### src/rtl/core/swmm_pkg.sv
// Shared types and constants for the sliding window min/max normalizer.
package swmm_pkg;

	// Configuration register indexes.
	localparam int CFG_IDX_W = 2;
	localparam logic [CFG_IDX_W-1:0] CFG_WINDOW_LENGTH    = 2'd0;
	localparam logic [CFG_IDX_W-1:0] CFG_NORMALIZE_ENABLE = 2'd1;
	localparam logic [CFG_IDX_W-1:0] CFG_LOG_MODE         = 2'd2;

	// Fixed field widths.
	localparam int LEN_W     = 7;
	localparam int POS_W     = 6;
	localparam int NORM_W    = 16;
	localparam int FRAC_BITS = 15;

	// Reset value of the window length register.
	localparam logic [LEN_W-1:0] LEN_RESET = 7'd64;

	// Q1.15 saturation limits, as quotient magnitudes.
	localparam int Q_POS_LIMIT = 32767;
	localparam int Q_NEG_LIMIT = 32768;
	localparam logic [NORM_W-1:0] Q_ONE     = 16'h7FFF;
	localparam logic [NORM_W-1:0] Q_NEG_ONE = 16'h8000;

	// Results that bypass the divider.
	typedef enum logic [1:0] {
		SPEC_NONE,
		SPEC_ZERO,
		SPEC_FULL
	} spec_t;

	// Controller states.
	typedef enum logic [3:0] {
		ST_IDLE,
		ST_DISPATCH,
		ST_CLEAR,
		ST_DROP,
		ST_SCAN_RD,
		ST_SCAN_ACC,
		ST_SCAN_END,
		ST_WIDEN,
		ST_DECIDE,
		ST_RE_RD,
		ST_PREP1,
		ST_PREP2,
		ST_DIV,
		ST_DIV_WAIT,
		ST_EMIT
	} state_t;

	// Commands from the controller to the datapath.
	typedef struct packed {
		logic load;
		logic clear_win;
		logic rd;
		logic drop;
		logic pos_clr;
		logic pos_inc;
		logic scan_init;
		logic scan_acc;
		logic scan_end;
		logic widen;
		logic prep1;
		logic prep2;
		logic div_start;
		logic emit;
		logic use_mem;
	} cmd_t;

	// Status from the datapath to the controller.
	typedef struct packed {
		logic mode;
		logic re_any;
		logic changed;
		logic norm_en;
		logic pos_last;
		logic div_done;
		logic out_free;
	} sts_t;

endpackage

### src/rtl/core/swmm_div.sv
// Restoring divider that forms a rounded Q1.15 quotient magnitude, one bit per cycle.
module swmm_div import swmm_pkg::*; #(
	parameter int NW = 17
) (
	input  logic                      clk,
	input  logic                      arst_n,
	input  logic                      start,
	input  logic [NW-1:0]             mag,
	input  logic [NW-1:0]             den,
	output logic                      done,
	output logic [NW+FRAC_BITS:0]     quot
);

	localparam int DW = NW + FRAC_BITS + 1;
	localparam int CW = $clog2(DW);

	logic [DW-1:0] dvd_q;
	logic [NW-1:0] rem_q;
	logic [CW-1:0] cnt_q;
	logic          busy_q;
	logic          done_q;
	logic [NW:0]   trial;
	logic [NW:0]   diff;
	logic          ge;

	// One trial subtraction per cycle; den is held steady by the datapath.
	always_comb begin
		trial = {rem_q, dvd_q[DW-1]};
		diff  = trial - {1'b0, den};
		ge    = trial >= {1'b0, den};
	end

	// Busy and done flags.
	always_ff @(posedge clk or negedge arst_n) begin
		if (!arst_n) begin
			busy_q <= 1'b0;
			done_q <= 1'b0;
			cnt_q  <= '0;
		end else if (start) begin
			busy_q <= 1'b1;
			done_q <= 1'b0;
			cnt_q  <= '0;
		end else if (busy_q) begin
			cnt_q <= cnt_q + 1'b1;
			if (cnt_q == CW'(DW - 1)) begin
				busy_q <= 1'b0;
				done_q <= 1'b1;
			end
		end
	end

	// Dividend is scaled by 2^15 and offset by half the divisor for rounding.
	always_ff @(posedge clk) begin
		if (start) begin
			dvd_q <= DW'({mag, {FRAC_BITS{1'b0}}}) + DW'(den >> 1);
			rem_q <= '0;
		end else if (busy_q) begin
			rem_q <= ge ? diff[NW-1:0] : trial[NW-1:0];
			dvd_q <= {dvd_q[DW-2:0], ge};
		end
	end

	assign done = done_q;
	assign quot = dvd_q;

endmodule

### src/rtl/core/swmm_dp.sv
// Datapath: window memory, extremes, scaling setup, divider and output register.
module swmm_dp import swmm_pkg::*; #(
	parameter int WINDOW_DEPTH = 64,
	parameter int SAMPLE_BITS  = 16
) (
	input  logic                          clk,
	input  logic                          arst_n,
	input  cmd_t                          cmd,
	output sts_t                          sts,
	input  logic                          mode,
	input  logic signed [SAMPLE_BITS-1:0] sample,
	input  logic                          sample_valid,
	input  logic                          cfg_fire,
	input  logic [CFG_IDX_W-1:0]          cfg_index,
	input  logic [LEN_W-1:0]              cfg_data,
	input  logic                          out_ready,
	output logic                          out_valid,
	output logic                          kind,
	output logic [POS_W-1:0]              position,
	output logic signed [NORM_W-1:0]      normalized,
	output logic                          norm_valid,
	output logic signed [SAMPLE_BITS-1:0] window_min,
	output logic signed [SAMPLE_BITS-1:0] window_max,
	output logic                          extremes_valid,
	output logic [LEN_W-1:0]              filled_count,
	output logic                          last
);

	localparam int SB  = SAMPLE_BITS;
	localparam int AW  = $clog2(WINDOW_DEPTH);
	localparam int AW1 = AW + 1;
	localparam int NW  = SB + 1;
	localparam int DW  = NW + FRAC_BITS + 1;

	// Configuration registers.
	logic [LEN_W-1:0] wl_q;
	logic             norm_en_q;
	logic             log_q;

	// Latched input item and extremes at its start.
	logic                 mode_q;
	logic signed [SB-1:0] sample_q;
	logic                 vok_q;
	logic signed [SB-1:0] old_min_q;
	logic signed [SB-1:0] old_max_q;
	logic                 old_ok_q;

	// Window state.
	logic [SB:0]          mem [WINDOW_DEPTH];
	logic [SB:0]          rd_q;
	logic [AW-1:0]        head_q;
	logic [LEN_W-1:0]     cnt_q;
	logic [LEN_W-1:0]     run_q;
	logic [LEN_W-1:0]     pos_q;
	logic signed [SB-1:0] min_q;
	logic signed [SB-1:0] max_q;
	logic                 ext_ok_q;
	logic                 re_min_q;
	logic                 re_max_q;
	logic signed [SB-1:0] lo_q;
	logic signed [SB-1:0] hi_q;
	logic                 any_q;

	// Scaling setup.
	logic signed [NW-1:0] num_q;
	logic [NW-1:0]        den_q;
	logic                 nv_q;
	spec_t                spec_q;
	logic                 neg_q;
	logic [NW-1:0]        mag_q;

	// Output register.
	logic                      out_valid_q;
	logic                      kind_q;
	logic [POS_W-1:0]          position_q;
	logic signed [NORM_W-1:0]  normalized_q;
	logic                      norm_valid_q;
	logic signed [SB-1:0]      out_min_q;
	logic signed [SB-1:0]      out_max_q;
	logic                      out_ext_q;
	logic [LEN_W-1:0]          out_filled_q;
	logic                      last_q;

	// Combinational helpers.
	logic [LEN_W-1:0]     len;
	logic [LEN_W-1:0]     len_m1;
	logic [AW-1:0]        pos_a;
	logic [AW-1:0]        rd_addr;
	logic [AW-1:0]        head_nx;
	logic                 dok;
	logic signed [SB-1:0] dv;
	logic                 re_min_c;
	logic                 re_max_c;
	logic                 ent_ok;
	logic signed [SB-1:0] ent_v;
	logic signed [SB-1:0] e_v;
	logic                 e_ok;
	logic signed [NW-1:0] amin;
	logic signed [NW-1:0] amax;
	logic signed [NW-1:0] num_c;
	logic [NW-1:0]        den_c;
	spec_t                spec_c;
	logic                 div_done;
	logic [DW-1:0]        quot;
	logic [NORM_W-1:0]    sat_v;
	logic [NORM_W-1:0]    norm_c;
	logic                 out_free;

	// Effective window length, limited to 1..WINDOW_DEPTH.
	always_comb begin
		if (wl_q == '0) begin
			len = LEN_W'(1);
		end else if (int'(wl_q) > WINDOW_DEPTH) begin
			len = LEN_W'(WINDOW_DEPTH);
		end else begin
			len = wl_q;
		end
		len_m1 = len - 1'b1;
	end

	// Ring addressing: position 0 is the newest entry at head.
	always_comb begin
		pos_a = AW'(pos_q);
		if (head_q >= pos_a) begin
			rd_addr = head_q - pos_a;
		end else begin
			rd_addr = AW'(AW1'(head_q) + AW1'(WINDOW_DEPTH) - AW1'(pos_a));
		end
		head_nx = (head_q == AW'(WINDOW_DEPTH - 1)) ? '0 : head_q + 1'b1;
	end

	// Window memory with registered read.
	always_ff @(posedge clk) begin
		if (cmd.drop) begin
			mem[head_nx] <= {vok_q, vok_q ? sample_q : {SB{1'b0}}};
		end
		if (cmd.rd) begin
			rd_q <= mem[rd_addr];
		end
	end

	// Dropped entry and scanned entry decode.
	always_comb begin
		dv       = rd_q[SB-1:0];
		dok      = (len_m1 < cnt_q) && rd_q[SB];
		re_min_c = dok && ext_ok_q && (dv <= min_q);
		re_max_c = dok && ext_ok_q && (dv >= max_q);
		ent_v    = rd_q[SB-1:0];
		ent_ok   = (pos_q < cnt_q) && rd_q[SB];
	end

	// Scaling setup: numerator, divisor and the cases that skip the divider.
	always_comb begin
		e_v  = cmd.use_mem ? ent_v : sample_q;
		e_ok = cmd.use_mem ? ent_ok : vok_q;
		amin = min_q[SB-1] ? -{min_q[SB-1], min_q} : {min_q[SB-1], min_q};
		amax = max_q[SB-1] ? -{max_q[SB-1], max_q} : {max_q[SB-1], max_q};
		if (log_q) begin
			num_c  = {e_v[SB-1], e_v};
			den_c  = (amin > amax) ? amin : amax;
			spec_c = (min_q == '0 && max_q == '0) ? SPEC_ZERO : SPEC_NONE;
		end else begin
			num_c = {e_v[SB-1], e_v} - {min_q[SB-1], min_q};
			den_c = {max_q[SB-1], max_q} - {min_q[SB-1], min_q};
			if (max_q == min_q) begin
				spec_c = (max_q == '0) ? SPEC_ZERO : SPEC_FULL;
			end else begin
				spec_c = SPEC_NONE;
			end
		end
	end

	swmm_div #(
		.NW (NW)
	) u_div (
		.clk    (clk),
		.arst_n (arst_n),
		.start  (cmd.div_start),
		.mag    (mag_q),
		.den    (den_q),
		.done   (div_done),
		.quot   (quot)
	);

	// Sign, saturation and special cases of the normalized value.
	always_comb begin
		if (neg_q) begin
			sat_v = (quot > DW'(Q_NEG_LIMIT)) ? Q_NEG_ONE : -quot[NORM_W-1:0];
		end else begin
			sat_v = (quot > DW'(Q_POS_LIMIT)) ? Q_ONE : quot[NORM_W-1:0];
		end
		if (!nv_q) begin
			norm_c = '0;
		end else begin
			case (spec_q)
				SPEC_ZERO: norm_c = '0;
				SPEC_FULL: norm_c = Q_ONE;
				default:   norm_c = sat_v;
			endcase
		end
	end

	assign out_free = !out_valid_q || out_ready;

	// Control state: configuration, window bookkeeping and extremes.
	always_ff @(posedge clk or negedge arst_n) begin
		if (!arst_n) begin
			wl_q      <= LEN_RESET;
			norm_en_q <= 1'b0;
			log_q     <= 1'b0;
			head_q    <= '0;
			cnt_q     <= '0;
			run_q     <= '0;
			pos_q     <= '0;
			min_q     <= '0;
			max_q     <= '0;
			ext_ok_q  <= 1'b0;
			out_valid_q <= 1'b0;
		end else begin
			if (cfg_fire) begin
				unique case (cfg_index)
					CFG_WINDOW_LENGTH: begin
						wl_q     <= cfg_data;
						cnt_q    <= '0;
						run_q    <= '0;
						min_q    <= '0;
						max_q    <= '0;
						ext_ok_q <= 1'b0;
					end
					CFG_NORMALIZE_ENABLE: norm_en_q <= cfg_data[0];
					CFG_LOG_MODE:         log_q     <= cfg_data[0];
					default: ;
				endcase
			end
			if (cmd.load) begin
				pos_q <= len_m1;
			end
			if (cmd.clear_win) begin
				cnt_q    <= '0;
				run_q    <= '0;
				min_q    <= '0;
				max_q    <= '0;
				ext_ok_q <= 1'b0;
			end
			if (cmd.drop) begin
				head_q <= head_nx;
				if (cnt_q < len) begin
					cnt_q <= cnt_q + 1'b1;
				end
				if (!vok_q) begin
					run_q <= '0;
				end else if (run_q < len) begin
					run_q <= run_q + 1'b1;
				end
			end
			if (cmd.pos_clr) begin
				pos_q <= '0;
			end else if (cmd.pos_inc) begin
				pos_q <= pos_q + 1'b1;
			end
			// Rescan result replaces only the extremes that left the window, or clears them when no valid entry remains.
			if (cmd.scan_end) begin
				if (!any_q) begin
					ext_ok_q <= 1'b0;
					min_q    <= '0;
					max_q    <= '0;
				end else begin
					if (re_min_q) begin
						min_q <= lo_q;
					end
					if (re_max_q) begin
						max_q <= hi_q;
					end
				end
			end
			// A valid new sample widens the extremes.
			if (cmd.widen && vok_q) begin
				if (!ext_ok_q || sample_q < min_q) begin
					min_q <= sample_q;
				end
				if (!ext_ok_q || sample_q > max_q) begin
					max_q <= sample_q;
				end
				ext_ok_q <= 1'b1;
			end
			if (cmd.emit) begin
				out_valid_q <= 1'b1;
			end else if (out_ready) begin
				out_valid_q <= 1'b0;
			end
		end
	end

	// Payload registers.
	always_ff @(posedge clk) begin
		if (cmd.load) begin
			mode_q    <= mode;
			sample_q  <= sample;
			vok_q     <= sample_valid;
			old_min_q <= min_q;
			old_max_q <= max_q;
			old_ok_q  <= ext_ok_q;
		end
		if (cmd.clear_win) begin
			vok_q <= 1'b0;
		end
		if (cmd.drop) begin
			re_min_q <= re_min_c;
			re_max_q <= re_max_c;
		end
		if (cmd.scan_init) begin
			any_q <= 1'b0;
		end else if (cmd.scan_acc && ent_ok) begin
			if (!any_q || ent_v < lo_q) begin
				lo_q <= ent_v;
			end
			if (!any_q || ent_v > hi_q) begin
				hi_q <= ent_v;
			end
			any_q <= 1'b1;
		end
		if (cmd.prep1) begin
			num_q  <= num_c;
			den_q  <= den_c;
			spec_q <= spec_c;
			nv_q   <= norm_en_q && ext_ok_q && e_ok;
		end
		if (cmd.prep2) begin
			neg_q <= num_q[NW-1];
			mag_q <= num_q[NW-1] ? -num_q : num_q;
		end
		// The whole result is held here, so the next transaction may run meanwhile.
		if (cmd.emit) begin
			kind_q       <= cmd.use_mem;
			position_q   <= cmd.use_mem ? POS_W'(pos_q) : '0;
			normalized_q <= norm_c;
			norm_valid_q <= nv_q;
			out_min_q    <= min_q;
			out_max_q    <= max_q;
			out_ext_q    <= ext_ok_q;
			out_filled_q <= run_q;
			last_q       <= cmd.use_mem ? (pos_q == len_m1) : 1'b1;
		end
	end

	// Status to the controller.
	always_comb begin
		sts.mode     = mode_q;
		sts.re_any   = re_min_c || re_max_c;
		sts.changed  = (ext_ok_q != old_ok_q) ||
			(ext_ok_q && (min_q != old_min_q || max_q != old_max_q));
		sts.norm_en  = norm_en_q;
		sts.pos_last = pos_q == len_m1;
		sts.div_done = div_done;
		sts.out_free = out_free;
	end

	assign out_valid      = out_valid_q;
	assign kind           = kind_q;
	assign position       = position_q;
	assign normalized     = normalized_q;
	assign norm_valid     = norm_valid_q;
	assign window_min     = out_min_q;
	assign window_max     = out_max_q;
	assign extremes_valid = out_ext_q;
	assign filled_count   = out_filled_q;
	assign last           = last_q;

endmodule

### src/rtl/core/swmm_ctrl.sv
// Controller state machine that sequences one input transaction through the datapath.
module swmm_ctrl import swmm_pkg::*; (
	input  logic clk,
	input  logic arst_n,
	input  logic in_valid,
	output logic in_ready,
	input  sts_t sts,
	output cmd_t cmd
);

	state_t state_q;
	state_t state_d;
	logic   re_q;
	logic   re_d;

	// State register and re-emit flag.
	always_ff @(posedge clk or negedge arst_n) begin
		if (!arst_n) begin
			state_q <= ST_IDLE;
			re_q    <= 1'b0;
		end else begin
			state_q <= state_d;
			re_q    <= re_d;
		end
	end

	// Next state and commands.
	always_comb begin
		state_d     = state_q;
		re_d        = re_q;
		cmd         = '0;
		cmd.use_mem = re_q;
		in_ready    = 1'b0;
		unique case (state_q)
			ST_IDLE: begin
				in_ready = 1'b1;
				if (in_valid) begin
					cmd.load = 1'b1;
					state_d  = ST_DISPATCH;
				end
			end
			ST_DISPATCH: begin
				// Read the entry that drops out; harmless for a clear.
				cmd.rd  = 1'b1;
				re_d    = 1'b0;
				state_d = sts.mode ? ST_CLEAR : ST_DROP;
			end
			ST_CLEAR: begin
				cmd.clear_win = 1'b1;
				state_d       = ST_PREP1;
			end
			ST_DROP: begin
				cmd.drop = 1'b1;
				if (sts.re_any) begin
					cmd.pos_clr   = 1'b1;
					cmd.scan_init = 1'b1;
					state_d       = ST_SCAN_RD;
				end else begin
					state_d = ST_WIDEN;
				end
			end
			ST_SCAN_RD: begin
				cmd.rd  = 1'b1;
				state_d = ST_SCAN_ACC;
			end
			ST_SCAN_ACC: begin
				cmd.scan_acc = 1'b1;
				if (sts.pos_last) begin
					state_d = ST_SCAN_END;
				end else begin
					cmd.pos_inc = 1'b1;
					state_d     = ST_SCAN_RD;
				end
			end
			ST_SCAN_END: begin
				cmd.scan_end = 1'b1;
				state_d      = ST_WIDEN;
			end
			ST_WIDEN: begin
				cmd.widen = 1'b1;
				state_d   = ST_DECIDE;
			end
			ST_DECIDE: begin
				if (sts.changed && sts.norm_en) begin
					re_d        = 1'b1;
					cmd.pos_clr = 1'b1;
					state_d     = ST_RE_RD;
				end else begin
					state_d = ST_PREP1;
				end
			end
			ST_RE_RD: begin
				cmd.rd  = 1'b1;
				state_d = ST_PREP1;
			end
			ST_PREP1: begin
				cmd.prep1 = 1'b1;
				state_d   = ST_PREP2;
			end
			ST_PREP2: begin
				cmd.prep2 = 1'b1;
				state_d   = ST_DIV;
			end
			ST_DIV: begin
				cmd.div_start = 1'b1;
				state_d       = ST_DIV_WAIT;
			end
			ST_DIV_WAIT: begin
				if (sts.div_done) begin
					state_d = ST_EMIT;
				end
			end
			ST_EMIT: begin
				if (sts.out_free) begin
					cmd.emit = 1'b1;
					if (re_q && !sts.pos_last) begin
						cmd.pos_inc = 1'b1;
						state_d     = ST_RE_RD;
					end else begin
						state_d = ST_IDLE;
					end
				end
			end
			default: begin
				state_d = ST_IDLE;
			end
		endcase
	end

endmodule

### src/rtl/core/sliding_window_min_max_normalizer.sv
// Top level of the sliding window min/max normalizer.
//
// Input channel (in_valid/in_ready) takes one transaction at a time: mode 0
// pushes sample/sample_valid into the window, mode 1 invalidates the window.
// Output channel (out_valid/out_ready) returns one result, or window-length
// results of kind 1 when the extremes changed with normalizing enabled; the
// final one carries last. Configuration writes (cfg_valid/cfg_ready) are
// always taken and must arrive while the block is idle; writing the window
// length also invalidates the window.
// A push with one result is paced mostly by the bit-serial divider. A rescan
// of the extremes reads the window memory through its single read port, one
// entry at a time. A re-emit runs the divider once for each window entry.
// in_ready is high only between transactions.
// The last result waits in the output register while the next transaction
// starts; a stalled receiver holds the block at its next result.
// After reset the window is empty, extremes are zero and invalid, window
// length is 64 and normalizing is off; no clearing pass is needed.
module sliding_window_min_max_normalizer import swmm_pkg::*; #(
	parameter int WINDOW_DEPTH = 64,
	parameter int SAMPLE_BITS  = 16
) (
	input  logic                          clk,
	input  logic                          arst_n,
	input  logic                          in_valid,
	output logic                          in_ready,
	input  logic                          mode,
	input  logic signed [SAMPLE_BITS-1:0] sample,
	input  logic                          sample_valid,
	input  logic                          cfg_valid,
	output logic                          cfg_ready,
	input  logic [CFG_IDX_W-1:0]          cfg_index,
	input  logic [LEN_W-1:0]              cfg_data,
	output logic                          out_valid,
	input  logic                          out_ready,
	output logic                          kind,
	output logic [POS_W-1:0]              position,
	output logic signed [NORM_W-1:0]      normalized,
	output logic                          norm_valid,
	output logic signed [SAMPLE_BITS-1:0] window_min,
	output logic signed [SAMPLE_BITS-1:0] window_max,
	output logic                          extremes_valid,
	output logic [LEN_W-1:0]              filled_count,
	output logic                          last
);

	cmd_t cmd;
	sts_t sts;
	logic cfg_fire;

	// Configuration writes complete in the cycle they are offered.
	assign cfg_ready = 1'b1;
	assign cfg_fire  = cfg_valid && cfg_ready;

	swmm_ctrl u_ctrl (
		.clk      (clk),
		.arst_n   (arst_n),
		.in_valid (in_valid),
		.in_ready (in_ready),
		.sts      (sts),
		.cmd      (cmd)
	);

	swmm_dp #(
		.WINDOW_DEPTH (WINDOW_DEPTH),
		.SAMPLE_BITS  (SAMPLE_BITS)
	) u_dp (
		.clk            (clk),
		.arst_n         (arst_n),
		.cmd            (cmd),
		.sts            (sts),
		.mode           (mode),
		.sample         (sample),
		.sample_valid   (sample_valid),
		.cfg_fire       (cfg_fire),
		.cfg_index      (cfg_index),
		.cfg_data       (cfg_data),
		.out_ready      (out_ready),
		.out_valid      (out_valid),
		.kind           (kind),
		.position       (position),
		.normalized     (normalized),
		.norm_valid     (norm_valid),
		.window_min     (window_min),
		.window_max     (window_max),
		.extremes_valid (extremes_valid),
		.filled_count   (filled_count),
		.last           (last)
	);

endmodule
### config.mk
export PLATFORM = sky130hd
export DESIGN_NAME = sliding_window_min_max_normalizer
export DESIGN_NICKNAME = d
export VERILOG_FILES = /design/src/rtl/core/swmm_pkg.sv /design/src/rtl/core/swmm_div.sv /design/src/rtl/core/swmm_dp.sv /design/src/rtl/core/swmm_ctrl.sv /design/src/rtl/core/sliding_window_min_max_normalizer.sv
export SDC_FILE = /design/constraint.sdc
export NUM_CORES = 2
export LEC_CHECK = 0
export BUFFER_PORTS_ARGS = -buffer_cell sky130_fd_sc_hd__buf_2
export CAP_MARGIN = 10
export CORE_MARGIN = 2
export CORE_UTILIZATION = 46
export CTS_CLUSTER_SIZE = 8
export DETAILED_ROUTE_END_ITERATION = 6
export GPL_TIMING_DRIVEN = 0
export PLACE_DENSITY = 0.67
export SYNTH_ARGS = -nofsm -noshare
export SYNTH_HDL_FRONTEND = slang
export SYNTH_HIERARCHICAL = 1
export SYNTH_SLANG_ARGS = --single-unit
### constraint.sdc
create_clock -name clk -period 7.4 [get_ports clk]
set_clock_uncertainty 0.1 [all_clocks]
set_input_delay 1.48 -clock clk [delete_from_list [all_inputs] [get_ports clk]]
set_output_delay 1.48 -clock clk [all_outputs]
set_load 0.05 [all_outputs]
==> flow_summary_export.csv <==
group,metric,value,unit
floorplan,rows,137,
critical_path,crit_type,"reg -> reg",
timing,tns,0,ns
logic_synthesis,synth-edff-count,1342,
logic_synthesis,synthCells,3869,
placement,dp.cells,5937,
min_path,hold_path_depth,0,
floorplan,die_h,377.9,um
outcome,status,"complete, no violations",
drt,vias,37585,
min_path,min_from,"u_dp/min_q[11]$_DFF_PN0_",
drt,ant_nets,0,
drt,route.detailed.drc,0,
global_route,grt_pass1_vias,36874,
critical_path,cp.required,7.81,ns
global_route,grtUsageTotal,23.17,%
logic_synthesis,async_reset_ff_share,5.748,%
critical_path,critical_path.startpoint_type,"flip-flop",
placement,dp_hpwl,113300,um
cts,post_cts_buffers,0,
finish,fill_cells,10977,
finish,num-nets-final,4504,
cts,clk_pin_slew,0.05,ns
timing,fin_crit,5.695,ns
finish,finalNonFillerCells,6234,
floorplan,initial_core_util,46.21,%
floorplan,coreArea,0.1392,sq mm
run,maxCapViolCount,0,
logic_synthesis,synth_nets,4109,
critical_path,r2r-end,"u_dp/rd_q[7]$_DFFE_PP_",
placement,io_buffers,98,
timing,tightest_slew,1.225,ns
finish,ff_latch_area,0.04276,sq mm
logic_synthesis,yosysSeqAreaShare,66.48,%
timing,grt_setup_unrepaired,"no",
logic_synthesis,ys.flop_type,"edfxtp_1",
logic_synthesis,avgSynthCellArea,16.62,sq um
min_path,min_to,"u_dp/window_min[11]$_DFFE_PP_",
logic_synthesis,synth_top_cell_by_area,"edfxtp_1",
cts,root_buffer,"clkbuf_16",
critical_path,path_max_fanout,10,
timing,setup_violations,0,
min_path,hold_path_class,"reg -> reg",
power,ir_worst_vdd,0.0002802,V
logic_synthesis,synthTopCellsByArea,"edfxtp_1, mux4_2, ha_1",
placement,post-place-ws,1.868,ns
global_route,antenna_found_initial,6,
cts,cts_hold_repair.buffers,0,
logic_synthesis,synthTopCellsByCount,"edfxtp_1, mux4_2, ha_1, nor2_1, a21oi_1",
critical_path,endpoint_kind,"flip-flop",
logic_synthesis,yosys_register_bits,1444,
logic_synthesis,yosys.area.top_type_share,62.65,%
cts,cts_tree,"yes",
floorplan,die_area,0.1428,sq mm
placement,gp_congestion,0.9138,
logic_synthesis,synth_cell_types,95,
critical_path,cp.arrival,6.10,ns
drt,via_per_inst,6.029,
finish,fin_util,53.66,%
floorplan,pin_count,100,
critical_path,r2r_setup_slack,1.70,ns
timing,fin_hold_ws,0.3764,ns
cts,worst_skew_pair.late_latency,0.82,ns
drt,firstDrtPassIters,6,
drt,wirelength,164800,um
critical_path,reg2reg_depth,10,
power,p_per_area,497.7,mW/mm^2
timing,hold_viol_final,0,
timing,period_share,76.96,%
logic_synthesis,synth.most_common_cell,"edfxtp_1",
logic_synthesis,synth.cell_area,0.06432,sq mm
finish,fin_area,0.07469,sq mm
global_route,grt_pass1_wl,243400,um
critical_path,reg2reg_from,"u_dp/pos_q[0]$_DFFE_PN0P_",
floorplan,die_x,377.9,um
timing,slew_headroom,18.36,%
global_route,grt_max_degree,53,
finish,multiInputGateArea,0.02051,sq mm
cts,cts_resized,0,
power,power,37.17,mW
cts,cts_made_buffers,200,
logic_synthesis,yosysWarnings,6,
cts,htree_levels,4,
drt,drtIter0Drc,4557,
cts,clock_sinks,1444,
timing,max_freq,0.1756,GHz
placement,dpl_cell_area,0.06893,sq mm
finish,drive_above_1_share,22.53,%
finish,area_growth,16.12,%
global_route,overflow,0,
power,leakagePower,25.51,nW
drt,avgRoutedWirePerCell,26.44,um
cts,ctsLongestPathBuffers,3,
timing,setup_ws,1.705,ns
timing,drv_slew,0,
## critical path: stages (launching register included)
cell	delay (ns)
dfrtp_1	0.72
ha_1	0.25
inv_1	0.06
fa_1	0.51
clkbuf_1	0.63
clkbuf_1	0.78
buf_1	0.65
mux4_2	0.40
mux4_2	0.54
mux2i_1	0.50
mux2i_1	0.23
## flip-flops by register name (all words and copies together), names as in the netlist, 16 cells and up
signal / flops
u_dp/den_q: 17
u_dp/min_q: 16
u_dp/old_max_q: 16
u_dp/window_max: 16
u_dp/old_min_q: 16
u_dp/u_div/quot: 33
u_dp/u_div/rem_q: 17
u_dp/mag_q: 17
u_dp/lo_q: 16
u_dp/hi_q: 16
u_dp/max_q: 16
u_dp/normalized: 16
u_dp/sample_q: 16
u_dp/num_q: 17
u_dp/mem: 1088
u_dp/window_min: 16
u_dp/rd_q: 17
## cell type report
class | count | area share [%]
sequential | 1444 | 57.25
tap | 1876 | 3.143
buffer | 174 | 0.9884
multi-input combinational | 2109 | 27.46
inverter | 142 | 0.7137
clock buffer | 275 | 7.120
clock inverter | 18 | 0.5361
antenna | 3 | 0.01005
timing repair buffer | 193 | 2.783
## kinds of logic after synthesis
| group | Yosys count | synth area share, % |
|---|---|---|
| flip-flops | 1444 | 66.48 |
| AO/OA/AOI/OAI | 506 | 5.106 |
| adder cells (fa/ha/maj) | 208 | 4.093 |
| multiplexers | 491 | 14.40 |
| XOR/XNOR | 141 | 1.920 |
| other | 3 | 0.01751 |
| AND/OR/NAND/NOR | 760 | 6.013 |
| buffers and inverters | 316 | 1.976 |
## cells in the final DEF (no fill, tap or decap), types with 41 or more instances in the layout
cell,n
inv_1,140
nand4_1,41
a21oi_1,165
o21ai_0,95
nand2_1,153
ha_1,204
buf_8,56
xor2_1,45
nor3_1,45
clkbuf_1,203
xnor2_1,96
mux2i_1,77
mux4_2,340
clkbuf_16,201
a21o_1,47
edfxtp_1,1342
dfrtp_1,82
nand3_1,86
nor2_2,66
nor2_1,135
buf_2,105
mux2_2,74
## how the worst max path moves through the flow
stage	startpoint	end	slack, ns	depth (start not counted)
5_1_grt	u_dp/max_q[2]$_DFF_PN0_	u_dp/den_q[5]$_DFFE_PP_	1.65	13
4_1_cts	u_dp/pos_q[0]$_DFFE_PN0P_	u_dp/rd_q[7]$_DFFE_PP_	1.82	10
3_5_place_dp	u_dp/pos_q[0]$_DFFE_PN0P_	u_dp/rd_q[7]$_DFFE_PP_	1.87	10
3_3_place_gp	out_ready	u_dp/normalized[14]$_SDFFCE_PN0P_	-1.29	5
2_1_floorplan	out_ready	u_dp/extremes_valid$_DFFE_PP_	0.51	4
6_report	u_dp/pos_q[0]$_DFFE_PN0P_	u_dp/rd_q[7]$_DFFE_PP_	1.70	10
## where the power goes
part | total [mW] | switching, mW | internal (mW)
combinational | 17.9 | 10.3 | 7.53
clock | 8.34 | 3.38 | 4.96
sequential | 11.0 | 0.757 | 10.2
total | 37.2 | 14.5 | 22.7
## per-layer routing
layer	GRT usage, %	share of wire (%)	vias to the layer above
met1	32.61	41	19239
met4	8.464	3.5	0
met5	0	0	-
li1	-	-	16165
met3	4.592	8.8	313
met2	35.99	47	1868
(Power assumes the default switching activity.)
